==> config.mk <==
export PLATFORM = sky130hd
export DESIGN_NAME = interval_booking_table
export DESIGN_NICKNAME = d
export VERILOG_FILES = /design/src/hdl/ibt_pkg.sv /design/src/hdl/ibt_cell.sv /design/src/hdl/interval_booking_table.sv
export SDC_FILE = /design/constraint.sdc
export NUM_CORES = 2
export LEC_CHECK = 0
export BUFFER_PORTS_ARGS = -buffer_cell sky130_fd_sc_hd__buf_4
export CAP_MARGIN = 20
export CORE_ASPECT_RATIO = 1.25
export CORE_UTILIZATION = 55
export DETAILED_ROUTE_END_ITERATION = 12
export PLACE_DENSITY = 0.75
export SYNTH_ARGS = -nofsm -noshare
export SYNTH_HDL_FRONTEND = slang
export SYNTH_SLANG_ARGS = --single-unit
==> constraint.sdc <==
create_clock -name clk -period 6.2 [get_ports clk]
set_input_delay 1.24 -clock clk [delete_from_list [all_inputs] [get_ports clk]]
set_output_delay 1.24 -clock clk [all_outputs]
set_load 0.01 [all_outputs]
==> src/hdl/ibt_pkg.sv <==
// Shared types and constants for the interval booking table.
package ibt_pkg;

  localparam int TABLE_ENTRIES = 16;
  localparam int TIME_BITS     = 16;
  localparam int CNT_W         = $clog2(TABLE_ENTRIES + 1);

  typedef logic [TIME_BITS-1:0] time_t;
  typedef logic [CNT_W-1:0]     count_t;

  typedef enum logic {
    REQ_QUERY  = 1'b0,
    REQ_INSERT = 1'b1
  } req_type_t;

  typedef enum logic {
    MODE_FULL    = 1'b0,
    MODE_NEAREST = 1'b1
  } search_mode_t;

  // Broadcast from the top level to every cell.
  typedef struct packed {
    logic  insert_en;
    time_t slot_start;
    time_t slot_end;
  } cell_req_t;

  // Per-cell position info derived from the fill count.
  typedef struct packed {
    logic occupied;
    logic is_tail;
  } cell_ctl_t;

  // Passed from a cell to the next cell up the chain.
  typedef struct packed {
    logic  greater;
    time_t entry_begin;
    time_t entry_finish;
  } cell_fwd_t;

  // Per-cell query flags.
  typedef struct packed {
    logic lt;
    logic overlap;
    logic near_hit;
  } cell_res_t;

endpackage

==> src/hdl/ibt_cell.sv <==
// One slot of the sorted interval chain: storage, compares and shift.
module ibt_cell
  import ibt_pkg::*;
(
  input  logic      clk,
  input  cell_req_t req,
  input  cell_ctl_t ctl,
  input  cell_fwd_t prev_fwd,
  input  logic      next_lt,
  output cell_fwd_t fwd,
  output cell_res_t res
);

  time_t begin_r, begin_nxt;
  time_t finish_r, finish_nxt;
  logic  greater;
  logic  lt;

  assign greater = ctl.occupied && (begin_r > req.slot_start);
  assign lt      = ctl.occupied && (begin_r < req.slot_end);

  assign fwd.greater      = greater;
  assign fwd.entry_begin  = begin_r;
  assign fwd.entry_finish = finish_r;

  assign res.lt       = lt;
  assign res.overlap  = ctl.occupied && (req.slot_start < finish_r) &&
                        (req.slot_end > begin_r);
  // last entry starting before the requested end
  assign res.near_hit = lt && !next_lt && (finish_r > req.slot_start);

  always_comb begin
    begin_nxt  = begin_r;
    finish_nxt = finish_r;
    if (req.insert_en) begin
      if (prev_fwd.greater) begin
        begin_nxt  = prev_fwd.entry_begin;
        finish_nxt = prev_fwd.entry_finish;
      end else if (greater || ctl.is_tail) begin
        begin_nxt  = req.slot_start;
        finish_nxt = req.slot_end;
      end
    end
  end

  always_ff @(posedge clk) begin
    begin_r  <= begin_nxt;
    finish_r <= finish_nxt;
  end

endmodule

==> src/hdl/interval_booking_table.sv <==
// Top level of the interval booking table: cell chain, fill count, result register.
//
// The block keeps up to TABLE_ENTRIES booked intervals [start, end), sorted by
// start, in a chain of cells. A request is accepted
// whenever the result register is empty or being drained, so the block
// sustains one item per clock. On acceptance each cell compares its entry with
// the request in parallel; an insert shifts every entry above the sorted
// position one cell up and drops the new interval into the freed cell (after
// entries with an equal start), and a query ORs the per-cell overlap flags
// (search_mode 0) or picks the flag of the last entry starting before the
// requested end (search_mode 1, exact only for non-overlapping bookings).
// Inserts into a full table are refused with insert_done low. The result,
// including the updated fill count, appears in the cycle after acceptance.
// cfg_ready is always high; write search_mode only while the block is idle.
module interval_booking_table
  import ibt_pkg::*;
(
  input  logic             clk,
  input  logic             rst_n,
  // configuration
  input  logic             cfg_valid,
  output logic             cfg_ready,
  input  logic             cfg_search_mode,
  // request channel
  input  logic             in_valid,
  output logic             in_stall,
  input  logic             in_req_type,
  input  logic [TIME_BITS-1:0] in_slot_start,
  input  logic [TIME_BITS-1:0] in_slot_end,
  // result channel
  output logic             out_valid,
  input  logic             out_stall,
  output logic             out_is_free,
  output logic             out_insert_done,
  output logic [CNT_W-1:0] out_entries_used
);

  search_mode_t mode_r, mode_nxt;
  count_t       fill_r, fill_nxt;
  logic         out_valid_r, out_valid_nxt;
  logic         is_free_r, is_free_nxt;
  logic         done_r, done_nxt;
  count_t       used_r, used_nxt;

  logic      accept;
  logic      is_insert;
  logic      full;
  cell_req_t req;
  cell_ctl_t ctl      [TABLE_ENTRIES];
  cell_fwd_t fwd      [TABLE_ENTRIES];
  cell_fwd_t prev_fwd [TABLE_ENTRIES];
  logic      next_lt  [TABLE_ENTRIES];
  cell_res_t res      [TABLE_ENTRIES];
  logic [TABLE_ENTRIES-1:0] overlap_vec;
  logic [TABLE_ENTRIES-1:0] near_vec;

  assign cfg_ready = 1'b1;

  // Hold the input while a result waits and the consumer stalls.
  assign in_stall  = out_valid_r && out_stall;
  assign accept    = in_valid && !in_stall;
  assign is_insert = (req_type_t'(in_req_type) == REQ_INSERT);
  assign full      = (fill_r == count_t'(TABLE_ENTRIES));

  assign req.insert_en  = accept && is_insert && !full;
  assign req.slot_start = in_slot_start;
  assign req.slot_end   = in_slot_end;

  // Build the chain; cell 0 has no lower neighbor, the last cell no upper one.
  for (genvar i = 0; i < TABLE_ENTRIES; i++) begin : g_cell
    assign ctl[i].occupied = (count_t'(i) < fill_r);
    assign ctl[i].is_tail  = (count_t'(i) == fill_r);

    if (i == 0) begin : g_first
      assign prev_fwd[i] = '0;
    end else begin : g_mid
      assign prev_fwd[i] = fwd[i-1];
    end

    if (i == TABLE_ENTRIES - 1) begin : g_last
      assign next_lt[i] = 1'b0;
    end else begin : g_low
      assign next_lt[i] = res[i+1].lt;
    end

    ibt_cell u_cell (
      .clk      (clk),
      .req      (req),
      .ctl      (ctl[i]),
      .prev_fwd (prev_fwd[i]),
      .next_lt  (next_lt[i]),
      .fwd      (fwd[i]),
      .res      (res[i])
    );

    assign overlap_vec[i] = res[i].overlap;
    assign near_vec[i]    = res[i].near_hit;
  end

  // Advance the count on a stored insert; latch config when written.
  always_comb begin
    mode_nxt = mode_r;
    if (cfg_valid && cfg_ready) begin
      mode_nxt = search_mode_t'(cfg_search_mode);
    end
    fill_nxt = fill_r;
    if (req.insert_en) begin
      fill_nxt = fill_r + count_t'(1);
    end
  end

  // Result register: load on accept, drop once taken.
  always_comb begin
    out_valid_nxt = out_valid_r;
    is_free_nxt   = is_free_r;
    done_nxt      = done_r;
    used_nxt      = used_r;
    if (accept) begin
      out_valid_nxt = 1'b1;
      done_nxt      = is_insert && !full;
      used_nxt      = fill_nxt;
      if (is_insert) begin
        is_free_nxt = 1'b0;
      end else begin
        unique case (mode_r)
          MODE_FULL:    is_free_nxt = !(|overlap_vec);
          MODE_NEAREST: is_free_nxt = !(|near_vec);
          default:      is_free_nxt = 1'b0;
        endcase
      end
    end else if (!out_stall) begin
      out_valid_nxt = 1'b0;
    end
  end

  always_ff @(posedge clk) begin
    if (!rst_n) begin
      mode_r      <= MODE_FULL;
      fill_r      <= '0;
      out_valid_r <= 1'b0;
    end else begin
      mode_r      <= mode_nxt;
      fill_r      <= fill_nxt;
      out_valid_r <= out_valid_nxt;
    end
  end

  always_ff @(posedge clk) begin
    is_free_r <= is_free_nxt;
    done_r    <= done_nxt;
    used_r    <= used_nxt;
  end

  assign out_valid        = out_valid_r;
  assign out_is_free      = is_free_r;
  assign out_insert_done  = done_r;
  assign out_entries_used = used_r;

endmodule

Word-level counts from Yosys, hierarchy flattened
Index checks and enable logic that the tools add are counted.
- bitwise operators: 1
- $add $sub $neg: 1
- eq/ne operators: 17
- magnitude comparators: 96
- muxes and demuxes: 64
- reduce and logical (&&, ||, !) cells: 169
- operators with widths (operator ; count):
    $mux 16 ; 60
    $gt 16x16->1 ; 48
    $lt 16x16->1 ; 32
    $logic_and 1x1->1 ; 100
    $eq 4x5->1 const A ; 8
    $lt 4x5->1 const A ; 8
    $reduce_and 2->1 ; 16
    $reduce_or 16->1 ; 2
    $reduce_bool 2->1 ; 15
    $eq 3x5->1 const A ; 4
    $lt 3x5->1 const A ; 4
    $logic_not 1->1 ; 19
    $logic_or 1x1->1 ; 16
    $eq 2x5->1 const A ; 2
    $lt 1x5->1 const A ; 2
    $lt 2x5->1 const A ; 2
    $add 5x1->5 const B ; 1
    $eq 1x5->1 const A ; 1
    $eq 5x5->1 const B ; 1
    $logic_not 5->1 ; 1
    $mux 5 ; 1
    $mux 1 ; 2
    $ne 2x1->1 const B ; 1
    $pmux 1 s2 ; 1
    $not 1->1 ; 1
- register bits: 526
- output and inout port bits: 10
- word-level logic and storage cells: 386

Longest topological paths before layout
- depth after elaboration: 8
- depth in mapped cells: 14
- gate-level depth less buffers: 12

Cells and area by module
From an unflattened synthesis, not the netlist that was laid out.
- cell total of the unflattened synthesis: 3996
- area, all modules: 40943.0 um2
- by module, submodules not included (module ; area each (um2) ; times used ; cells an instance):
    ibt_cell ; 2502.4 ; 16 ; 243
    interval_booking_table ; 904.6 ; 1 ; 108

Worst setup path before layout
Ideal clock, no wire load.
- path kind: input to register
- start: input port in_slot_start[1]
- end: register g_cell[13].u_cell.begin_r[0] (enable)
- stages on the path: 14
- buffers on the path: 2
- data arrival time: 4.894 ns
- slack: 0.866 ns
- cell sequence: inv_1 > ha_1 > nor2b_1 > o21a_1 > o21a_1 > o21ai_0 > nand2b_1 > a21oi_1 > nor2b_1 > o2111ai_1 > and2_1 > buf_2 > buf_2 > a31oi_1
- longest elaborated chain between the ends: 5
- ends and longest elaborated chain (what ; line ; RTL):
    from (decl) ; interval_booking_table.sv:28 ; input logic [TIME_BITS-1:0] in_slot_start,
    $gt 16x16->1 ; ibt_cell.sv:19 ; assign greater = ctl.occupied && (begin_r > req.slot_start);
    $logic_and 1x1->1 ; ibt_cell.sv:19 ;
    $logic_or 1x1->1 ; ibt_cell.sv:39 ; end else if (greater || ctl.is_tail) begin
    $reduce_bool 2->1 (no line) (*) ; n/a ;
    $reduce_and 2->1 (no line) (*) ; n/a ;
    to (signal assigned) ; ibt_cell.sv:47 ; begin_r <= begin_nxt;
    to (decl) ; ibt_cell.sv:14 ; time_t begin_r, begin_nxt;
Mark *: on every way between the ends. The rest lies on a longest branch, timed or not.
A chain may end at the register's enable or synchronous reset.

Worst setup path after layout
- start: input port in_slot_end[7]
- end: register is_free_r (netlist: out_is_free) (data pin)
- longest elaborated chain between the ends: 8
- ends and longest elaborated chain (what ; line ; RTL):
    from (decl) ; interval_booking_table.sv:29 ; input logic [TIME_BITS-1:0] in_slot_end,
    $lt 16x16->1 ; ibt_cell.sv:20 ; assign lt = ctl.occupied && (begin_r < req.slot_end);
    $logic_and 1x1->1 ; ibt_cell.sv:20 ;
    $logic_not 1->1 ; ibt_cell.sv:30 ; assign res.near_hit = lt && !next_lt && (finish_r > req.slot_start);
    $logic_and 1x1->1 (2 in series) ; ibt_cell.sv:30 ;
    $reduce_or 16->1 ; interval_booking_table.sv:127 ; MODE_NEAREST: is_free_nxt = !(|near_vec);
    $logic_not 1->1 ; interval_booking_table.sv:127 ;
    $pmux 1 s2 (*) ; interval_booking_table.sv:125 ; unique case (mode_r)
    to (signal assigned) ; interval_booking_table.sv:149 ; is_free_r <= is_free_nxt;
    to (decl) ; interval_booking_table.sv:41 ; logic is_free_r, is_free_nxt;
Marks and branches as above.

==> results.md <==
* Synth Cell Area at 38600 um^2
* CTS tree: done
* Pwr Total at 8.30 mW
* First-pass DRT Iterations at 6
* Number of max-cap violations at 0
* Vias at 31.2k
* Yosys warnings at 0
* Core area at 69500 um^2
* Max clock buf depth at 3
* Tmin final at 4.50 ns
* Via-to-Cell Ratio at 6.60
* Placed cell areas at 40700 um^2
* Design Area, Final at 42500 um^2
* Max_slew headroom at 25.4%
* Row count at 108
* HP Class: reg2reg
* Leakage at 17.8 nW
* CP arrival at 4.87 ns
* Post-synthesis instance total at 3630
* Syn avg cell area at 10.6 um^2
* WP data required at 6.57 ns
* Worst-path maximum fanout at 17
* DRC Markers at 0
* Final Core Density at 61.2%
* Clock skew at 0.0397 ns
* Post-synth EDFFs at 519
* Setup CP Type: in2reg
* Layout cells sized above 1 at 10.4%
* GPL Wtd Cong at 1.03
* Most used DFF post-synth: edfxtp_1
* Critical path capture point type: register
* Async SR Flop Fraction at 0%
* Initial antenna violation count at 5
* Status: finished clean
* Post-DRT Antenna Nets at 0
* DP Wirelength at 96.1 mm
* First-pass GRT wire length at 195 mm
* Crit path launch type: input pin
* DP Cell Count at 4616
* Register-to-register setup slack at 2.44 ns
* Total grt overflow at 0
* Initial detailed-routing violation count at 3308
* CTS Buf Count at 55
* Overall global routing resource usage at 37.5%
* Hold Buf Count CTS at 0
* Peak supply drop at 0.251 mV
* Die Ht at 298 um
* Final WL at 133 mm
* Filler cell count at 5639
* Post-CTS Setup Repair Bufs at 0
* WL/cell at 28.1 um
* Syn Nets at 4411
* Worst-Margin Slew at 1.12 ns
* Clk sinks at 526
* Yosys cell types at 74
* Slew Viols, Final at 0
* Area growth syn-to-layout at 10.0%
* Final hold vios at 0
* Clk_lat worst skew at 0.66 ns
* Vias in the first global route at 30.9k
* DIE AREA at 71300 um^2
* Fmax at 222 MHz
* Synth Register Bits at 526
* Tcrit/Tclk final at 72.6%
* Nets at 4522
* Power per Cell Area at 195 nW/um^2
* Setup violators final at 0
* Post-route non-filler standard cell count at 4721
* Clk root buf: clkbuf_16
* Clock transition at path regs at 0.06 ns
* Htree depth at 2
* Port Buffer Count at 47
* Pin count of the biggest net entering global routing at 66
* Starting density of the core at 55.6%
* Seq/Total Area, Yosys at 40.7%
* # diodes at 0
* Setup TNS at 0 ns
* Die Width at 239 um
* CTS resizes at 0
* Top Ports at 49
* RSZ-0062 raised after global routing: no
## state kept, by name (all words and copies together), names as in the netlist
register / cells
out_valid: 1
fill_r: 5
mode_r: 1
g_cell.u_cell.begin_r: 256
out_is_free: 1
g_cell.u_cell.finish_r: 256
out_insert_done: 1
out_entries_used: 5
## critical path, cell delays in order
cell	delay [ns]
buf_4	0.19
inv_2	0.62
buf_4	0.46
ha_1	0.33
a21oi_1	0.14
o21a_1	0.14
o41a_1	0.20
o21ai_0	0.09
a21oi_1	0.66
a2111oi_0	0.27
nand3_1	0.15
nor4_1	0.06
o211ai_1	0.20
o21ai_1	0.08
## cell usage in the layout (no fill, tap or decap), types with 28 or more instances in the layout
cell type    n
a21o_1     115
a21oi_1    184
buf_4      160
clkbuf_16   55
edfxtp_1   519
ha_1       742
inv_1      281
mux2_2      84
mux2_4      28
mux2i_1     97
nand2_1    366
nand2b_1    39
nand3_1     33
nand4_1    120
nor2_1      82
nor2b_1     52
nor3_1      32
o21a_1      86
o21ai_0    373
## layer usage
layer	track usage [%]	routed length [um]
met1	43.5	46600
met2	59.7	59600
met3	6.90	12700
met4	31.7	13600
met5	0	40
## cells by family (layout without fill, tap and decap cells)
family	after synthesis	in the layout	synth area share [%]
compound gates	930	930	14.7
simple gates	813	813	10.2
fa+ha+maj	742	742	24.0
flops	526	526	40.7
buf+inv	405	561	4.21
mux	209	209	6.05
xor+xnor	4	4	0.0907
other cells	1	1	0.00971
## report_power, final
part	total (mW)	internal (mW)	switching, mW
Clock	3.21	1.71	1.49
Combinational	1.13	0.400	0.731
Sequential	3.96	3.94	0.0212
## per-stage QoR
stage | setup WS (ns) | hold slack (ns)
after floorplan | 0.866 | 0.502
after global placement | 1.27 | 0.530
after detailed placement | 1.17 | 0.539
after CTS | 1.83 | 0.559
after global routing | 1.72 | 0.589
final | 1.70 | 0.560
## layout make-up
type | instances | area [um^2] | share of cell area [%]
Multi-Input combinational cell | 2699 | 21500 | 50.5
Sequential cell | 526 | 15700 | 37.0
Clock buffer | 66 | 1420 | 3.34
Timing Repair Buffer | 167 | 1360 | 3.19
Tap cell | 935 | 1170 | 2.75
Inverter | 292 | 1100 | 2.58
Clock inverter | 36 | 249 | 0.586
## cells in the mapped netlist (6+ instances only)
cell,instances,share of area (%)
a2111oi_0,15,0.34
a211o_1,7,0.16
a211oi_1,24,0.47
a21boi_0,6,0.12
a21o_1,115,2.2
a21oi_1,190,2.5
a221o_1,7,0.18
a221oi_1,10,0.23
a31oi_1,17,0.28
and2_1,13,0.21
and4_1,11,0.25
buf_1,11,0.11
buf_2,18,0.23
clkbuf_1,72,0.70
dfxtp_1,7,0.36
edfxtp_1,519,40
ha_1,742,24
inv_1,291,2.8
mux2_2,84,2.4
mux2_4,28,1.1
mux2i_1,97,2.5
nand2_1,366,3.6
nand2b_1,39,0.63
nand3_1,36,0.47
nand4_1,120,1.9
nor2_1,87,0.85
nor2b_1,52,0.84
nor3_1,32,0.41
nor4_1,27,0.44
o2111ai_1,8,0.18
o211ai_1,15,0.29
o21a_1,88,1.7
o21ai_0,374,4.8
o21ai_1,6,0.078
o31a_1,6,0.14
o31ai_1,6,0.12
or3_1,7,0.11
## path summary, 6_finish.rpt
check / from / end / cells past startpoint
setup / recovery: in_slot_end[7] / out_is_free / 14
hold / removal: g_cell[5].u_cell.finish_r[14] / g_cell[6].u_cell.finish_r[14] / 2
setup reg to reg: fill_r[1] / g_cell[15].u_cell.begin_r[8] / 10
hold reg to reg: g_cell[5].u_cell.finish_r[14] / g_cell[6].u_cell.finish_r[14] / 2
Power figures use the tool's default switching activity.
